## src/sv/tnes_ram.sv

```systemverilog
// Generic simple dual-port synchronous RAM (one write port, one read port) with registered read.
`timescale 1ns / 1ps
module tnes_ram #(
   parameter int Width = 8,
   parameter int Depth = 16
) (
   input  logic clock,
   input  logic wr_en,
   input  logic [$clog2(Depth)-1:0] wr_addr,
   input  logic [Width-1:0] wr_data,
   input  logic [$clog2(Depth)-1:0] rd_addr,
   output logic [Width-1:0] rd_data
);
   logic [Width-1:0] mem_ff [Depth];
   logic [Width-1:0] rd_data_ff;

   // Write port and registered read port.
   always_ff @(posedge clock) begin
      if (wr_en) begin
         mem_ff[wr_addr] <= wr_data;
      end
      rd_data_ff <= mem_ff[rd_addr];
   end
   assign rd_data = rd_data_ff;
endmodule

```

## config.mk

```make
export PLATFORM = sky130hd
export DESIGN_NAME = tnes_ram
export DESIGN_NICKNAME = d
export VERILOG_FILES = /design/src/sv/tnes_ram.sv
export SDC_FILE = /design/constraint.sdc
export NUM_CORES = 1
export LEC_CHECK = 0
export ABC_AREA = 1
export BUFFER_PORTS_ARGS = -buffer_cell sky130_fd_sc_hd__buf_2
export CORE_AREA = 2 2 116 90
export DETAILED_ROUTE_END_ITERATION = 10
export DIE_AREA = 0 0 118 92
export PLACE_DENSITY = 0.77
export SYNTH_ARGS = -nofsm -noshare
export SYNTH_HDL_FRONTEND = slang
export SYNTH_SLANG_ARGS = --single-unit
```

## constraint.sdc

```tcl
create_clock -name clock -period 1.5 [get_ports clock]
set_clock_uncertainty 0.15 [all_clocks]
set_input_delay 0.075 -clock clock [delete_from_list [all_inputs] [get_ports clock]]
set_output_delay 0.075 -clock clock [all_outputs]
set_load 0.03 [all_outputs]
```

### Word-level counts from Yosys, hierarchy flattened

Memory sizes are Yosys's and may differ from the RTL's. A register that Yosys moved wholly into a read port is not among the register bits.
Index checks and enable logic that the tools add are counted.

| storage, ports and cells | value |
|---|---|
| flip-flop bits (word level) | 0 |
| bits in writable memories | 128 |
| input bits | 18 |
| output and inout bits | 8 |
| word-level logic and storage cells | 3 |
| memories | 1 |

Memory list:

| memory | depth | width | read ports | clocked after Yosys merged registers in | write ports | line | text |
|---|---|---|---|---|---|---|---|
| mem_ff | 16 | 8 | 1 | 1 | 1 | 14 | `logic [Width-1:0] mem_ff [Depth];` |

| cells by class | value |
|---|---|
| multiplexer cells | 2 |

Operator list:

| kind | number |
|---|---|
| $mux 1 | 2 |

### Logic depth before layout (Yosys ltp)

Gate-level depths: netlist (run 1).

| logic depth | value |
|---|---|
| word-level depth | 2 |
| mapped depth | 8 |
| depth with buffers taken out | 7 |

### Worst setup path after synthesis (run 1)

Ideal clock, no wire load.

| timing path | value |
|---|---|
| kind | input to register |
| start point | in wr_addr[2] |
| end point | mem mem_ff[10][0] (enable) |
| setup time | 370 ps |
| data arrival time | 656 ps |
| required time | 980 ps |
| path slack | 324 ps |
| stages | 2 |
| path through | nand3b_1 -> nor2_1 |

RTL lines:

| what | line | text |
|---|---|---|
| start, declared | 9 | `input logic [$clog2(Depth)-1:0] wr_addr,` |
| end, declared | 14 |  |

Straight into the memory's write port.

### Worst setup path in the final report (run 1)

| timing path | value |
|---|---|
| start point | reg rd_data_ff[6], in the netlist rd_data[6], read port of mem_ff |
| end point | out rd_data[6] |

RTL lines:

| what | line | text |
|---|---|---|
| start, declared | 15 | `logic [Width-1:0] rd_data_ff;` |
| end, declared | 12 | `output logic [Width-1:0] rd_data` |

No word-level cell between the ends.

==> summary.md, run 1 <==
| Metric | Value |
|---|---|
| Top area cells in the synthesized netlist | `edfxtp_1 67%, nand2_1 11%, nand3_1 8.4%` |
| HPWL after DPL | `approximately 7700 um` |
| Terminus of the critical flop-to-flop path | `rd_data[3]$_DFF_P_` |
| H-tree lvl count | `4` |
| Final period util | `0.828` |
| DR iter-0 viols | `443` |
| Critical path's slowest cell | `dfxtp_1` |
| Congestion Overflow GR | `0` |
| Area grow syn2layout | `18.5%` |
| Tmin final | `1.24 ns` |
| Setup Buffers After CTS | `0` |
| Area share of the largest cell type after synthesis | `0.667` |
| CP cell instances | `buf_2` |
| Core box area | `0.00989 mm2` |
| Worst-Margin Slew | `0.390 ns` |
| Mapped Cells | `551` |
| Arrival @ worst endpoint | `1.02 ns` |
| Final Wtd Congestion | `0.888` |
| Worst-skew pair later-pin latency | `0.42 ns` |
| Max Buffers Root-to-Sink | `2` |
| Yosys warns | `0` |
| Synth Flop Type | `edfxtp_1` |
| WP depth | `1` |
| Cell taking the most area after synthesis | `edfxtp_1` |
| Initial Util | `0.583` |
| DRC | `0` |
| R2R setup slack | `0.36 ns` |
| Die Ht | `between 90 and 100 um` |
| Normalized max-slew margin | `0.740` |
| Clk root buf | `clkbuf_16` |
| Delay-heaviest family, CP | `flip-flops` |
| Setup TNS | `0 ns` |
| Antenna Cells | `0` |
| Worst-path clk slew | `0.05 ns` |
| Highest cell delay on the worst timing path | `0.38 ns` |
| Status | `finished, final reports clean` |
| Final hold vios | `0` |
| Number of synthesized register bits | `~140` |
| TritonCTS Buffers | `17` |
| Largest net degree at the start of global routing | `65` |
| Worst EP required | `1.27 ns` |
| Die area | `0.0109 mm2` |
| CTS Sinks | `136` |
| Commonest cells post-synth | `173 x nand2_1, 128 x edfxtp_1, 100 x inv_1` |
| Global Route Usage Sum | `0.247` |
| Share of layout cells above drive strength 1 | `0.127` |
| Leakage | `3.00 nW` |
| Wire per inst | `16.6 um` |
| Max-Cap Viols | `0` |
| Worst-path fanout max | `1` |
| Synth unique cells | `12` |
| P per Cell Area | `1350 mW/mm2` |
| Worst Hold Class | `in -> reg` |
| Wire length of the first global-routing pass | `about 20000 um` |
| Layout fillers | `683` |
| CP Launch Type | `flop` |
| Final setup vio count | `0` |
| FMAX | `~0.8 GHz` |
| Reg2reg start | `mem_ff[13][3]$_DFFE_PP_` |
| Worst Hold End | `rd_data[2]$_DFF_P_` |
| Vias in the first global route | `3873` |
| Hold Path Origin | `rd_addr[2]` |
| Maximum VDD drop | `0.00135 V` |
| Via density | `5.22` |
| Finished Core Util | `0.691` |
| DRT Pass-1 Iters | `5` |
| Post-synth ARST share | `0` |
| Seq/Total Area, Yosys | `0.694` |
| CTS tree | `built` |
| Top-level port count | `26` |
| Avg Cell Area, Syn | `between 10 and 15 um2` |
| Post_cts resized | `0` |
| Final slew viol count | `0` |
| RSZ-0062 raised after global routing | `no` |
| Synthesized cell area | `approximately 0.0058 mm2` |
| Die X | `118 um` |
| Initial antenna violation count | `0` |
| Syn Nets | `between 500 and 600` |
| Post-DRT Antenna Nets | `0` |
| CP endpoint kind | `primary output` |
| Critical path class | `reg -> out` |
| PortBufs | `25` |
| Worst hold stages | `5` |
| Via count | `~3.9k` |
| DRT Wirelength | `12500 um` |
| Post-synth EDFFs | `roughly 130` |
| CP bufs+invs | `1` |
| Row count | `32` |
| Count leader, synth | `nand2_1` |
| Layout Nets | `621` |
| FF-to-FF path depth | `6` |
## per-stage QoR
stage	power (mW)	instance area [um2]	hold slack (ns)	setup slack (ns)	cells
after global routing	9.46	6830	0.0437	0.230	752
after detailed placement	4.91	6120	0.301	0.250	711
after CTS	9.24	6830	0.00113	0.237	752
after floorplan	4.70	5770	0.0239	0.324	551
after global placement	4.90	6120	0.283	0.260	711
final	9.21	6830	0.0137	0.258	752
## timing repair
action                                  in CTS  in global routing
endpoints found under the setup margin       0                  0
endpoints found under the hold margin      136                  0
hold buffers                                 9                  0
## where the power goes
group          internal, mW  switching [mW]  total (mW)
Combinational         0.181           0.399       0.580
Clock                  2.90            1.45        4.34
Sequential             4.25          0.0328        4.28
## registers in the layout (all words and copies together), names as in the netlist
register / flops
mem_ff: 128
rd_data: 8
## placed cells by master (no fill, tap or decap)
master and n:
clkinv_1 1, buf_12 4, clkbuf_16 17, clkbuf_8 3, clkinv_2 3, dlygate4sd3_1 9, edfxtp_1 128, bufinv_16 4
buf_4 19, dfxtp_1 8, clkbuf_1 3, clkinvlp_4 1, buf_2 25, nand3_1 97, inv_2 2, nor2_1 17
nand2_1 173, inv_1 100, nand3b_1 2
## routing by layer
metal | up-vias | part of all wire | track usage | wire length [um]
met3 | 33 | 0.085 | 0.0740 | 1070
met1 | 1827 | 0.43 | 0.333 | 5410
li1 | 1880 | - | - | -
met5 | - | 0 | 0 | 0
met4 | 0 | 0.027 | 0.107 | 332
met2 | 182 | 0.46 | 0.375 | 5710
## layout make-up
type	instances	area (um2)	area share
Tap cell	136	170	0.0249
Timing Repair Buffer	57	438	0.0641
Inverter	102	383	0.0560
Clock inverter	9	146	0.0214
Multi-Input combinational cell	289	1210	0.178
Sequential cell	136	4000	0.586
Clock buffer	23	478	0.0700
## cells by family after synthesis
logic type | after synthesis | share of synthesized area
DFF | 136 | 0.694
buffers and inverters | 126 | 0.0952
and+or+nand+nor | 289 | 0.210
## worst register-to-register path, stage by stage, from the launching register on
cell and delay, ns:
edfxtp_1 0.36, inv_1 0.07, nand2_1 0.05, nand3_1 0.10, nand3_1 0.09, nand3_1 0.13, nand2_1 0.08
## how the worst max path moves through the flow
stage	start	to	slack, ns
6_report	rd_data[6]$_DFF_P_	rd_data[6]	0.26
5_1_grt	rd_data[2]$_DFF_P_	rd_data[2]	0.23
2_1_floorplan	wr_addr[2]	mem_ff[10][0]$_DFFE_PP_	0.32
3_5_place_dp	wr_addr[3]	mem_ff[5][2]$_DFFE_PP_	0.25
3_3_place_gp	rd_addr[1]	rd_data[0]$_DFF_P_	0.26
4_1_cts	rd_data[1]$_DFF_P_	rd_data[1]	0.24
Power figures use the tool's default switching activity.
==> run 2, diff against run 1 <==
- clock period: 1.5 -> 1.2 ns (I/O delays scaled with it)
==> summary.md, run 2 (synthesized netlist as in run 1, its figures left out) <==
| Metric | Value |
|---|---|
| Status | `finished, final reports clean` |
| Wire per inst | `16.9 um (+1.8%)` |
| Non-filler cells, final | `757 (+0.66%)` |
| Hold slack | `0.0784 ns (+0.0647 ns)` |
| Max reg flops | `128 (unchanged)` |
| Layout Nets | `626 (+0.81%)` |
| Die X | `118 um (unchanged)` |
| Arrival @ worst endpoint | `0.97 ns (-0.05 ns)` |
| Die area | `0.0109 mm2 (unchanged)` |
| Max-Cap Viols | `0 (unchanged)` |
| Final Cell Area | `0.00698 mm2 (+2.2%)` |
| P per Cell Area | `1720 mW/mm2 (+27%)` |
| Initial antenna violation count | `0 (unchanged)` |
| CP endpoint kind | `primary output` |
| Final period util | `0.980` |
| Final hold vios | `0 (unchanged)` |
| Commonest non-fill, non-tap cell in the layout | `nand2_1` |
| H-tree lvl count | `4 (unchanged)` |
| Final Wtd Congestion | `0.851 (-4.1%)` |
| Wire length of the first global-routing pass | `20100 um (+2.2%)` |
| CTS tree | `built` |
| PortBufs | `25 (unchanged)` |
| Worst EP required | `0.99 ns (-0.28 ns)` |
| Final slew viol count | `0 (unchanged)` |
| Maximum VDD drop | `0.00141 V (+4.1%)` |
| Core box area | `0.00989 mm2 (unchanged)` |
| Tmin final | `1.18 ns` |
| Antenna Cells | `0 (unchanged)` |
| Worst-path clk slew | `0.06 ns (about the same)` |
| Most frequent cells in the layout | `172 x nand2_1, 128 x edfxtp_1, 100 x inv_1` |
| Layout fillers | `695 (+1.8%)` |
| Largest net degree at the start of global routing | `65 (unchanged)` |
| Worst-Margin Slew | `0.367 ns (-0.0233 ns)` |
| CP cell instances | `buf_2` |
| CTS Sinks | `136 (unchanged)` |
| Global Route Usage Sum | `0.256 (+0.00893)` |
| Initial Util | `0.583 (unchanged)` |
| Placed insts | `715 (+0.56%)` |
| CP Launch Type | `flop` |
| Vias in the first global route | `3877 (+0.10%)` |
| Critical path's slowest cell | `dfxtp_1` |
| HPWL after DPL | `7770 um (+1.5%)` |
| CP bufs+invs | `1 (unchanged)` |
| Die Ht | `92 um (unchanged)` |
| Via density | `5.32 (+2.0%)` |
| Delay-heaviest family, CP | `flip-flops` |
| Placed cell area | `0.00616 mm2 (+0.70%)` |
| Row count | `32 (unchanged)` |
| Worst-path fanout max | `1 (unchanged)` |
| FMAX | `0.850 GHz` |
| DRT Pass-1 Iters | `5 (unchanged)` |
| Highest cell delay on the worst timing path | `0.35 ns (-0.03 ns)` |
| Via count | `4026 (+2.7%)` |
| DRT Wirelength | `12800 um (+2.5%)` |
| Clk root buf | `clkbuf_16` |
| Final setup vio count | `0 (unchanged)` |
| Leakage | `3.07 nW (+2.4%)` |
| Congestion Overflow GR | `0 (unchanged)` |
| Worst-skew pair later-pin latency | `0.41 ns (about the same)` |
| Area grow syn2layout | `21.1%` |
| Biggest register | `mem_ff` |
| Share of layout cells above drive strength 1 | `0.140 (+0.0135)` |
| Max Buffers Root-to-Sink | `2 (unchanged)` |
| Normalized max-slew margin | `0.755 (+0.0156)` |
| Worst Hold Class | `in -> reg` |
| Critical path class | `reg -> out` |
| DR iter-0 viols | `506 (+14%)` |
| Post-DRT Antenna Nets | `0 (unchanged)` |
| TritonCTS Buffers | `17 (unchanged)` |
| Top-level port count | `26 (unchanged)` |
| DRC | `0 (unchanged)` |
run 2: where the power goes:
group | internal, mW | total (mW) | switching, mW
registers | 5.31 | 5.36 | 0.0452
logic | 0.260 | 0.770 | 0.510
clock network | 4.06 | 5.87 | 1.81
run 2: cell type report:
| type | count | area (um2) | share of cell area |
|---|---|---|---|
| tap | 136 | 170 | 0.0244 |
| inverter | 102 | 383 | 0.0548 |
| clock buffer | 24 | 482 | 0.0690 |
| multi-input combinational | 289 | 1240 | 0.177 |
| timing repair buffer | 62 | 518 | 0.0742 |
| sequential | 136 | 4000 | 0.573 |
| clock inverter | 8 | 190 | 0.0272 |
run 2: worst paths after layout:
| path | start | end | slack (ns) | depth (start not counted) |
|---|---|---|---|---|
| max reg2reg | mem_ff[12][3]$_DFFE_PP_ | rd_data[3]$_DFF_P_ | 0.04 | 6 |
| min | rd_addr[2] | rd_data[5]$_DFF_P_ | 0.08 | 5 |
| max | rd_data[5]$_DFF_P_ | rd_data[5] | 0.02 | 1 |
| min reg2reg | mem_ff[12][2]$_DFFE_PP_ | rd_data[2]$_DFF_P_ | 0.52 | 6 |
run 2: timing repair:
item | CTS | global route
hold buffers | 10 | 0
hold endpoints to repair | 136 | 0
endpoints found under the setup margin | 3 | 8
buffers inserted | 0 | 0
cloned | 0 | 0
gates resized for setup | 3 | 13
run 2: through the flow:
stage                      util  TNS (ns)  worst slack, ns  power, mW
after floorplan               -         0           0.0392       5.87
after global placement    0.623   -0.0114         -0.00941       6.14
after detailed placement  0.623   -0.0541          -0.0288       6.16
after CTS                 0.702         0          0.00323       12.0
after global routing      0.706   -0.0168          -0.0168       12.3
final                     0.706         0           0.0237       12.0
run 2: metal layers:
layer,wire (um),global-route usage
met4,257,0.107
met3,1410,0.0746
met5,0,0
met1,5080,0.342
met2,6080,0.395
run 2: worst reg2reg max path: cells and delay by family (launching register included):
| family | cells | cell delay [ns] |
|---|---|---|
| and+or+nand+nor | 5 | 0.46 |
| DFF | 1 | 0.36 |
| buffers and inverters | 1 | 0.07 |
